## src/chcg_pkg.sv

```systemverilog
// shared types and constants for the canonical huffman code generator
package chcg_pkg;

   localparam int MAX_CODE_LENGTH_DEF = 16;

   localparam int LENGTH_W = 5;
   localparam int COUNT_W  = 8;
   localparam int SYMBOL_W = 8;
   localparam int CODE_W   = 16;

   localparam logic ACTION_COUNT  = 1'b0;
   localparam logic ACTION_SYMBOL = 1'b1;

   typedef struct packed {
      logic                action;
      logic [LENGTH_W-1:0] code_length;
      logic [COUNT_W-1:0]  length_count;
      logic [SYMBOL_W-1:0] symbol_value;
   } req_beat_type;

   typedef struct packed {
      logic [SYMBOL_W-1:0] out_symbol;
      logic [CODE_W-1:0]   code_bits;
      logic [LENGTH_W-1:0] out_length;
      logic                no_code;
   } rsp_beat_type;

   typedef struct packed {
      logic restart;
      logic start;
   } gen_cmd_type;

   typedef struct packed {
      logic                busy;
      logic                done;
      logic                no_code;
      logic [CODE_W-1:0]   code_bits;
      logic [LENGTH_W-1:0] out_length;
   } gen_stat_type;

endpackage

```

## src/chcg_stream_if.sv

```systemverilog
// valid/ready stream channel carrying one beat of a given payload type
interface chcg_stream_if #(
   parameter type payload_type = logic
);
   logic        valid;
   logic        ready;
   payload_type payload;

   modport source (output valid, output payload, input ready);
   modport sink (input valid, input payload, output ready);
endinterface

```

## src/chcg_count_store.sv

```systemverilog
// per-length symbol count registers with table clear
module chcg_count_store #(
   parameter int DEPTH = chcg_pkg::MAX_CODE_LENGTH_DEF
) (
   input  logic                             clock,
   input  logic                             reset,
   input  logic                             clear,
   input  logic                             wr_en,
   input  logic [$clog2(DEPTH)-1:0]         wr_index,
   input  logic [chcg_pkg::COUNT_W-1:0]     wr_data,
   input  logic [$clog2(DEPTH)-1:0]         rd_index,
   output logic [chcg_pkg::COUNT_W-1:0]     rd_data
);
   logic [chcg_pkg::COUNT_W-1:0] count_ff [DEPTH];
   logic [chcg_pkg::COUNT_W-1:0] count_in [DEPTH];

   always_comb begin
      for (int i = 0; i < DEPTH; i++) begin
         count_in[i] = clear ? '0 : count_ff[i];
      end
      if (wr_en) begin
         count_in[wr_index] = wr_data;
      end
   end

   always_ff @(posedge clock) begin
      if (reset) begin
         for (int i = 0; i < DEPTH; i++) begin
            count_ff[i] <= '0;
         end
      end else begin
         for (int i = 0; i < DEPTH; i++) begin
            count_ff[i] <= count_in[i];
         end
      end
   end

   assign rd_data = (int'(rd_index) < DEPTH) ? count_ff[rd_index] : '0;
endmodule

```

## src/chcg_code_gen.sv

```systemverilog
// sequencer that walks code lengths and hands out canonical codes
module chcg_code_gen #(
   parameter int MAX_CODE_LENGTH = chcg_pkg::MAX_CODE_LENGTH_DEF
) (
   input  logic                                     clock,
   input  logic                                     reset,
   input  chcg_pkg::gen_cmd_type                    cmd,
   input  logic [chcg_pkg::COUNT_W-1:0]             count_value,
   output logic [$clog2(MAX_CODE_LENGTH)-1:0]       count_index,
   output chcg_pkg::gen_stat_type                   stat
);
   localparam int IdxW  = $clog2(MAX_CODE_LENGTH);
   localparam int LenW  = $clog2(MAX_CODE_LENGTH + 2);
   localparam int CodeW = MAX_CODE_LENGTH + 1;
   localparam int OutCodeW = chcg_pkg::CODE_W;
   localparam int OutLenW  = chcg_pkg::LENGTH_W;
   localparam logic [LenW-1:0] MaxLen = LenW'(MAX_CODE_LENGTH);

   localparam logic STATE_IDLE = 1'b0;
   localparam logic STATE_SCAN = 1'b1;

   logic                         state_ff, state_in;
   logic [LenW-1:0]              cur_len_ff, cur_len_in;
   logic [chcg_pkg::COUNT_W-1:0] used_ff, used_in;
   logic [CodeW-1:0]             next_code_ff, next_code_in;

   logic             in_range;
   logic             skip;
   logic [CodeW-1:0] limit;

   assign in_range    = cur_len_ff <= MaxLen;
   assign skip        = in_range && (used_ff >= count_value);
   assign limit       = {{(CodeW-1){1'b0}}, 1'b1} << cur_len_ff;
   assign count_index = IdxW'(cur_len_ff - LenW'(1));

   always_comb begin
      state_in       = state_ff;
      cur_len_in     = cur_len_ff;
      used_in        = used_ff;
      next_code_in   = next_code_ff;
      stat.busy      = state_ff == STATE_SCAN;
      stat.done      = 1'b0;
      stat.no_code   = 1'b0;
      stat.code_bits = '0;
      stat.out_length = '0;

      case (state_ff)
         STATE_IDLE: begin
            if (cmd.restart) begin
               cur_len_in   = LenW'(1);
               used_in      = '0;
               next_code_in = '0;
            end else if (cmd.start) begin
               state_in = STATE_SCAN;
            end
         end
         STATE_SCAN: begin
            if (skip) begin
               cur_len_in = cur_len_ff + LenW'(1);
               used_in    = '0;
               if (cur_len_ff < MaxLen) begin
                  next_code_in = next_code_ff << 1;
               end
            end else begin
               state_in  = STATE_IDLE;
               stat.done = 1'b1;
               if (!in_range) begin
                  stat.no_code = 1'b1;
               end else begin
                  used_in = used_ff + 1'b1;
                  if (next_code_ff >= limit) begin
                     next_code_in = limit;
                     stat.no_code = 1'b1;
                  end else begin
                     stat.code_bits  = OutCodeW'(next_code_ff[MAX_CODE_LENGTH-1:0]);
                     stat.out_length = OutLenW'(cur_len_ff);
                     next_code_in    = next_code_ff + 1'b1;
                  end
               end
            end
         end
         default: begin
            state_in = STATE_IDLE;
         end
      endcase
   end

   always_ff @(posedge clock) begin
      if (reset) begin
         state_ff     <= STATE_IDLE;
         cur_len_ff   <= LenW'(1);
         used_ff      <= '0;
         next_code_ff <= '0;
      end else begin
         state_ff     <= state_in;
         cur_len_ff   <= cur_len_in;
         used_ff      <= used_in;
         next_code_ff <= next_code_in;
      end
   end
endmodule

```

## src/canonical_huffman_code_generator.sv

```systemverilog
// top level of the canonical huffman code generator
//
// req_if carries one beat per table item: a count beat (action 0) gives the
// number of codes of one length, and a count for length 1 starts a new
// table; a symbol beat (action 1) asks for the next canonical code. Count
// beats return nothing. Each symbol beat returns one rsp_if beat with the
// symbol, its code and length, or no_code set when the tree is full or the
// counts are used up.
// A symbol beat is worked on by the single length walker in chcg_code_gen,
// which steps over each used-up length in turn until it reaches a length
// with codes left or runs past MAX_CODE_LENGTH. req_if is not ready while
// a symbol is being worked on.
// The response sits in an output register; req_if stays ready while it is
// being taken, and a stalled receiver holds the block after the current
// beat. Reset clears all counts and restarts at length 1 with code 0;
// no response is pending after reset.
module canonical_huffman_code_generator #(
   parameter int MAX_CODE_LENGTH = chcg_pkg::MAX_CODE_LENGTH_DEF
) (
   input logic           clock,
   input logic           reset,
   chcg_stream_if.sink   req_if,
   chcg_stream_if.source rsp_if
);
   localparam int IdxW = $clog2(MAX_CODE_LENGTH);
   localparam int LenW = chcg_pkg::LENGTH_W;

   chcg_pkg::req_beat_type  req_beat;
   chcg_pkg::rsp_beat_type  rsp_data_ff, rsp_data_in;
   logic                    rsp_valid_ff, rsp_valid_in;
   logic [chcg_pkg::SYMBOL_W-1:0] symbol_ff, symbol_in;

   chcg_pkg::gen_cmd_type   gen_cmd;
   chcg_pkg::gen_stat_type  gen_stat;
   logic [IdxW-1:0]                count_index;
   logic [chcg_pkg::COUNT_W-1:0]   count_value;

   logic accept;
   logic count_beat;
   logic length_ok;

   assign req_beat      = req_if.payload;
   assign req_if.ready  = !gen_stat.busy && (!rsp_valid_ff || rsp_if.ready);
   assign accept        = req_if.valid && req_if.ready;
   assign count_beat    = accept && (req_beat.action == chcg_pkg::ACTION_COUNT);
   assign length_ok     = (req_beat.code_length >= LenW'(1)) &&
                          (req_beat.code_length <= LenW'(MAX_CODE_LENGTH));

   assign gen_cmd.restart = count_beat && length_ok && (req_beat.code_length == LenW'(1));
   assign gen_cmd.start   = accept && (req_beat.action == chcg_pkg::ACTION_SYMBOL);

   chcg_count_store #(
      .DEPTH (MAX_CODE_LENGTH)
   ) u_count_store (
      .clock    (clock),
      .reset    (reset),
      .clear    (gen_cmd.restart),
      .wr_en    (count_beat && length_ok),
      .wr_index (IdxW'(req_beat.code_length - LenW'(1))),
      .wr_data  (req_beat.length_count),
      .rd_index (count_index),
      .rd_data  (count_value)
   );

   chcg_code_gen #(
      .MAX_CODE_LENGTH (MAX_CODE_LENGTH)
   ) u_code_gen (
      .clock       (clock),
      .reset       (reset),
      .cmd         (gen_cmd),
      .count_value (count_value),
      .count_index (count_index),
      .stat        (gen_stat)
   );

   always_comb begin
      symbol_in    = gen_cmd.start ? req_beat.symbol_value : symbol_ff;
      rsp_valid_in = rsp_valid_ff && !rsp_if.ready;
      rsp_data_in  = rsp_data_ff;
      if (gen_stat.done) begin
         rsp_valid_in           = 1'b1;
         rsp_data_in.out_symbol = symbol_ff;
         rsp_data_in.code_bits  = gen_stat.code_bits;
         rsp_data_in.out_length = gen_stat.out_length;
         rsp_data_in.no_code    = gen_stat.no_code;
      end
   end

   always_ff @(posedge clock) begin
      if (reset) begin
         rsp_valid_ff <= 1'b0;
      end else begin
         rsp_valid_ff <= rsp_valid_in;
      end
   end

   always_ff @(posedge clock) begin
      symbol_ff   <= symbol_in;
      rsp_data_ff <= rsp_data_in;
   end

   assign rsp_if.valid   = rsp_valid_ff;
   assign rsp_if.payload = rsp_data_ff;

   // a finished code only lands in an empty output register
   a_done_into_empty: assert property (@(posedge clock) disable iff (reset)
      gen_stat.done |-> !rsp_valid_ff)
      else $error("code finished while response still pending");

   // a symbol beat occupies the sequencer next cycle
   a_symbol_starts_scan: assert property (@(posedge clock) disable iff (reset)
      gen_cmd.start |=> gen_stat.busy)
      else $error("symbol beat did not start the sequencer");

   // every finished code shows up as a response
   a_done_gives_rsp: assert property (@(posedge clock) disable iff (reset)
      gen_stat.done |=> rsp_valid_ff)
      else $error("finished code not presented on rsp");

   // an assigned code is never flagged and never longer than allowed
   a_code_length_ok: assert property (@(posedge clock) disable iff (reset)
      (gen_stat.done && !gen_stat.no_code) |->
         (gen_stat.out_length >= LenW'(1)) &&
         (gen_stat.out_length <= LenW'(MAX_CODE_LENGTH)))
      else $error("assigned code length out of range");
endmodule
```

## src/flat_wrapper.sv

```systemverilog
// flat-port wrapper written by rule: the top's interface ports become plain ports
module canonical_huffman_code_generator_flat 
#(
   parameter int MAX_CODE_LENGTH = chcg_pkg::MAX_CODE_LENGTH_DEF
)
  (clock, reset, req_if_valid, req_if_payload, req_if_ready, rsp_if_valid, rsp_if_payload, rsp_if_ready);
  chcg_stream_if req_if_i ();
  chcg_stream_if rsp_if_i ();
  input logic clock;
  input logic reset;
  input wire logic [$bits(req_if_i.valid)-1:0] req_if_valid;
  input wire logic [$bits(req_if_i.payload)-1:0] req_if_payload;
  output wire logic [$bits(req_if_i.ready)-1:0] req_if_ready;
  output wire logic [$bits(rsp_if_i.valid)-1:0] rsp_if_valid;
  output wire logic [$bits(rsp_if_i.payload)-1:0] rsp_if_payload;
  input wire logic [$bits(rsp_if_i.ready)-1:0] rsp_if_ready;
  assign req_if_i.valid = req_if_valid;
  assign req_if_i.payload = req_if_payload;
  assign req_if_ready = req_if_i.ready;
  assign rsp_if_valid = rsp_if_i.valid;
  assign rsp_if_payload = rsp_if_i.payload;
  assign rsp_if_i.ready = rsp_if_ready;
  canonical_huffman_code_generator #(.MAX_CODE_LENGTH(MAX_CODE_LENGTH)) u_core (.clock(clock), .reset(reset), .req_if(req_if_i), .rsp_if(rsp_if_i));
endmodule
```

## config.mk

```make
export PLATFORM = sky130hd
export DESIGN_NAME = canonical_huffman_code_generator_flat
export DESIGN_NICKNAME = d
export VERILOG_FILES = /design/src/chcg_pkg.sv /design/src/chcg_stream_if.sv /design/src/chcg_count_store.sv /design/src/chcg_code_gen.sv /design/src/canonical_huffman_code_generator.sv /design/src/flat_wrapper.sv
export SDC_FILE = /design/constraint.sdc
export NUM_CORES = 1
export LEC_CHECK = 0
export BUFFER_PORTS_ARGS = -buffer_cell sky130_fd_sc_hd__buf_2
export CORE_AREA = 2 2 39 41
export DETAILED_ROUTE_END_ITERATION = 16
export DIE_AREA = 0 0 41 43
export HOLD_SLACK_MARGIN = 0.02
export PLACE_DENSITY = 0.54
export SLEW_MARGIN = 40
export SYNTH_ARGS = -nofsm -noshare
export SYNTH_HDL_FRONTEND = slang
export SYNTH_SLANG_ARGS = --single-unit
```

## constraint.sdc

```tcl
create_clock -name clock -period 1.51 [get_ports clock]
set_input_delay 0.2265 -clock clock [delete_from_list [all_inputs] [get_ports clock]]
set_output_delay 0.2265 -clock clock [all_outputs]
set_load 0.02 [all_outputs]
```

# Yosys cells after proc, flatten, opt, wreduce, memory -nomap -nowiden

Memories as Yosys holds them, arrays and structs flattened.
Index checks and enable logic that the tools add are counted.

Add/subtract/negate cells: 4
Order comparisons: 4
Equal/unequal tests: 4
Shift-type cells: 1
Muxes and demuxes: 38
Bitwise operators: 17
Reductions and logical operators: 12

Operators with widths:

| cell                                                  | count |
|---|---|
| 2-to-1 mux 8 bit                                      | 19 |
| 2-to-1 mux 17 bit                                     | 5 |
| 2-to-1 mux 23 bit                                     | 2 |
| 2-to-1 mux 21 bit                                     | 2 |
| adder 17 x 1 -> 17 bit, second input constant         | 1 |
| >= comparator 17 bit                                  | 1 |
| left shift 1 x 5 -> 17 bit, first input constant      | 1 |
| OR 1 bit                                              | 16 |
| 2-to-1 mux 5 bit                                      | 2 |
| adder 8 x 1 -> 8 bit, second input constant           | 1 |
| >= comparator 8 bit                                   | 1 |
| 2-to-1 mux 1 bit                                      | 7 |
| AND reduction 2 bit                                   | 3 |
| adder 5 x 1 -> 5 bit, second input constant           | 1 |
| less-or-equal comparator 5 bit, second input constant | 1 |
| < comparator 5 bit, second input constant             | 1 |
| subtractor 4 x 1 -> 4 bit, second input constant      | 1 |
| logical AND 1 bit                                     | 3 |
| logical NOT 1 bit                                     | 3 |
| != test 3 x 1 -> 1 bit, second input constant         | 1 |
| != test 3 x 2 -> 1 bit, second input constant         | 1 |
| AND reduction 3 bit                                   | 1 |
| != test 2 x 1 -> 1 bit, second input constant         | 1 |
| case mux 1 bit (2 select lines)                       | 1 |
| 4 further kinds                                       | 4 |

Register bits: 33
Memory bits (writable): 128
Bits of input ports: 5
Output and inout bits: 3
Word-level logic and storage cells: 87
Memories: 1

Memories:

| memory                        | depth | bits a word | read ports | clocked after Yosys merged registers in | write ports | line                   | text |
|---|---|---|---|---|---|---|---|
| u_core.u_count_store.count_ff | 16    | 8           | 1          | 0                                       | 16          | chcg_count_store.sv:14 | `logic [chcg_pkg::COUNT_W-1:0] count_ff [DEPTH];` |

# Depth between registers and ports, before layout

Depth after elaboration: 7
Depth in mapped cells: 5

# Hierarchy

From an unflattened synthesis, not the netlist that was laid out.

Cells, all modules: 1257
Area total of the unflattened synthesis: 10138.5 um^2

By module, submodules not included:

| module                           | times used | cells each | area an instance (um^2) | sequential area each (um^2) |
|---|---|---|---|---|
| chcg_count_store                 | 1          | 831        | 6862.8                  | 2562.5 |
| chcg_code_gen                    | 1          | 418        | 3178.0                  | 620.6 |
| canonical_huffman_code_generator | 1          | 8          | 97.6                    | 50.0 |

# Least setup slack after synthesis

OpenSTA, ideal clock, no wires.

Kind: register -> register
From: register u_core.u_code_gen.cur_len_ff[0]
To: register u_core.u_code_gen.cur_len_ff[0]
Library setup time: 72 ps
Arrival: 1284 ps
Required time: 1438 ps
Setup slack: 154 ps
Stages on the path, launching flop included: 6
Path buffers: 0
Clock period less this slack: 1356 ps
Cell sequence: dfxtp_1 -> inv_1 -> ha_1 -> or3b_4 -> a21boi_4 -> mux2i_1

RTL lines:

| item                                | line                | text |
|---|---|---|
| from (decl)                         | chcg_code_gen.sv:23 | `logic [LenW-1:0] cur_len_ff, cur_len_in;` |
| from (signal assigned)              | chcg_code_gen.sv:91 | `cur_len_ff <= LenW'(1);` |
| from (signal assigned)              | chcg_code_gen.sv:96 | `cur_len_ff <= cur_len_in;` |
| adder 5 x 1 -> 5 bit                | chcg_code_gen.sv:59 | `cur_len_in = cur_len_ff + LenW'(1);` |
| 2-to-1 mux 5 bit                    | chcg_code_gen.sv:58 | `if (skip) begin` |
| 2-to-1 mux 5 bit                    | chcg_code_gen.sv:47 | `case (state_ff)` |
| via u_core.u_code_gen.cur_len_in[0] | chcg_code_gen.sv:23 |  |

The timed path passes the listed nets, and every way through them passes these cells. The select of a mux whose other input is x is not followed.
A chain may end at the register's enable or synchronous reset.

# Worst setup path after layout

From: register u_core.u_code_gen.cur_len_ff[1]
To: register u_core.u_code_gen.cur_len_ff[0]

Word-level cells in the longest chain between the ends: 6

RTL lines:

| item                                 | line                | text |
|---|---|---|
| subtractor 4 x 1 -> 4 bit            | chcg_code_gen.sv:34 | `assign count_index = IdxW'(cur_len_ff - LenW'(1));` |
| memory read (16 x 8 bit)             | n/a                 |  |
| >= comparator 8 bit                  | chcg_code_gen.sv:32 | `assign skip = in_range && (used_ff >= count_value);` |
| logical AND 1 bit (*)                | chcg_code_gen.sv:32 |  |
| != test 2 x 1 -> 1 bit (no line) (*) | n/a                 |  |
| AND reduction 2 bit (no line) (*)    | n/a                 |  |

Every way passes the cells marked *; elsewhere a longest branch is shown, timed or not.

==> flow_summary.json <==
{
  "post_drt_wl_per_cell_um": 9.43,
  "ant_nets": 0,
  "cap_viol_max_count": 0,
  "grt.total_usage": 0.108,
  "end_kind": "register",
  "rsz0062_at_grt": "no",
  "p_switching_w": 0.0000841,
  "post_cts.repair.setup_buffers": 0,
  "comb_power_share": 0.021,
  "first_pass_iters": 4,
  "clkSinkCount": 8,
  "avgSynthCellArea_sq_um": 9.18,
  "gp_congestion": 0.700,
  "setup_viol": 0,
  "max_freq_ghz": 0.702,
  "initial_utilization": 0.318,
  "finalHoldViolations": 0,
  "fin_crit_sh": 0.943,
  "path_clk_slew_ps": 60,
  "antenna_found_initial": 0,
  "grt-ovfl-total": 0,
  "area.sequential_sq_um": 170,
  "ys_seq_area_frac": 0.386,
  "fin_cells": 67,
  "htreeDepth": 1,
  "first_iter_violations": 4,
  "final_max_slew_viol_count": 0,
  "ctsHoldBuffers": 0,
  "die_area_sq_um": 1760,
  "hold_class": "in2reg",
  "syn_nets": 56,
  "power.leakage_nw": 0.203,
  "vias": 291,
  "cp.required_ps": 1700,
  "grt_pass1_vias": 277,
  "drc": 0,
  "outcome": "finished clean",
  "peakVddDrop_mv": 0.305,
  "internal_power_w": 0.000320,
  "drive_above_1_share": 0.255,
  "total_power_w": 0.000404,
  "seqPwrFrac": 0.531,
  "setup_tns_ps": 0,
  "dieHeight_um": 43,
  "grt_pass1_wl_um": 1150,
  "powerDensity_nw_per_um2": 835,
  "p_clk_frac": 0.448,
  "area_growth_pct": 9.94,
  "swShare": 0.208,
  "layout.nets": 60,
  "n_fill_cell": 140,
  "io_pins": 8,
  "worstSetupPathType": "reg2reg",
  "synth-warning-count": 0,
  "crit_arrival_ps": 1610,
  "final_common_cell": "dfxtp_1",
  "routed_wl_um": 632,
  "antennaDiodeCount": 0,
  "placement_rows": 14,
  "postLayoutCellArea_sq_um": 484,
  "synth-seq-cells": 8,
  "path_max_fanout": 3,
  "cts-resized-gates": 0,
  "clkLatencyLatePin_ps": 260,
  "period_needed_ps": 1420,
  "clock_path_buffers": 2,
  "skew_ps": 9.60,
  "cts_tree": "yes",
  "cts-root-buf": "clkbuf_4",
  "final_cell_mix": "dfxtp_1 (7), nor2_1 (6), inv_1 (5), buf_2 (5), nand2b_1 (4)",
  "via_per_inst": 4.34,
  "multi_input_area_sq_um": 216,
  "worst-slew-pin-transition_ps": 229,
  "placed_cells": 63,
  "cts_made_buffers": 3,
  "startpoint_type": "register",
  "timing.slew.headroom": 0.847,
  "yosys.cell_types.count": 22,
  "grt_max_degree": 12,
  "netlist_instances": 48,
  "placed_cell_area_sq_um": 458,
  "dieWidth_um": 41,
  "port-buffer-count": 5,
  "coreArea_sq_um": 1380,
  "synthesis.area_sq_um": 440
}
## path summary, 6_finish.rpt
kind                                           to  slack (ps)  cells after the start                       startpoint
hold reg to reg   u_core.u_code_gen.cur_len_ff[1]         490                      2  u_core.u_code_gen.cur_len_ff[1]
setup reg to reg  u_core.u_code_gen.cur_len_ff[0]          90                      5  u_core.u_code_gen.cur_len_ff[1]
hold / removal                u_core.rsp_if.valid         250                      2                            reset
setup / recovery  u_core.u_code_gen.cur_len_ff[0]          90                      5  u_core.u_code_gen.cur_len_ff[1]
## sequential cells by signal (all words and copies together) (netlist names)
register and count:
u_core.rsp_if.valid 1, u_core.rsp_if.payload 1, u_core.u_code_gen.state_ff 1, u_core.u_code_gen.cur_len_ff 5
## logic make-up after synthesis
| logic type | share of synthesized area |
|---|---|
| simple gates | 0.230 |
| flops | 0.386 |
| compound gates | 0.105 |
| mux | 0.0710 |
| buf+inv | 0.122 |
| fa+ha+maj | 0.0852 |
## layout make-up
| type | instances | area share |
|---|---|---|
| clock buffer | 4 | 0.0543 |
| inverter | 5 | 0.0388 |
| multi-input combinational | 28 | 0.447 |
| sequential | 8 | 0.351 |
| tap | 16 | 0.0413 |
| timing repair buffer | 6 | 0.0672 |
## per-layer routing
layer,track usage,share of wire
met2,0.141,0.44
met5,0,0
met3,0.0785,0.082
met4,0.100,0.041
met1,0.104,0.43
## metrics by stage
stage | hold WS (ps) | setup slack, ps | util
after floorplan | 420 | 154 | -
after global placement | 491 | 85.4 | 0.331
after detailed placement | 497 | 73.8 | 0.331
after CTS | 248 | 67.1 | 0.350
after global routing | 251 | 2.98 | 0.350
final | 247 | 85.6 | 0.350
## cell usage after synthesis (all sizes together)
cell type  n  area share
mux2i      2       0.045
buf        5       0.062
nor2b      3       0.043
or3        1       0.014
nor2       6       0.051
dfxtp      7        0.32
a21oi      1       0.011
edfxtp     1       0.068
a41oi      1       0.020
inv        5       0.043
nand3      1       0.011
clkbuf     2       0.017
a31oi      1       0.014
ha         3       0.085
or3b       1       0.026
nand2b     4       0.057
a21boi     1       0.043
mux2       1       0.026
nor4       1       0.028
o31ai      1       0.017
## power by group through the flow
stage | registers, W | clock network (W) | logic, W
finish | 0.000215 | 0.000181 | 0.00000852
floorplan | 0.000219 | 0 | 0.00000738
detailed placement | 0.000219 | 0 | 0.00000875
CTS | 0.000215 | 0.000191 | 0.00000874
global route | 0.000215 | 0.000202 | 0.00000956
global placement | 0.000219 | 0 | 0.00000861
## critical path, stage by stage, from the launching register on
cell      delay, ps
dfxtp_1         320
inv_1            80
ha_1            170
or3b_4          400
a21boi_4        190
mux2i_1         190
Power figures use the tool's default switching activity.
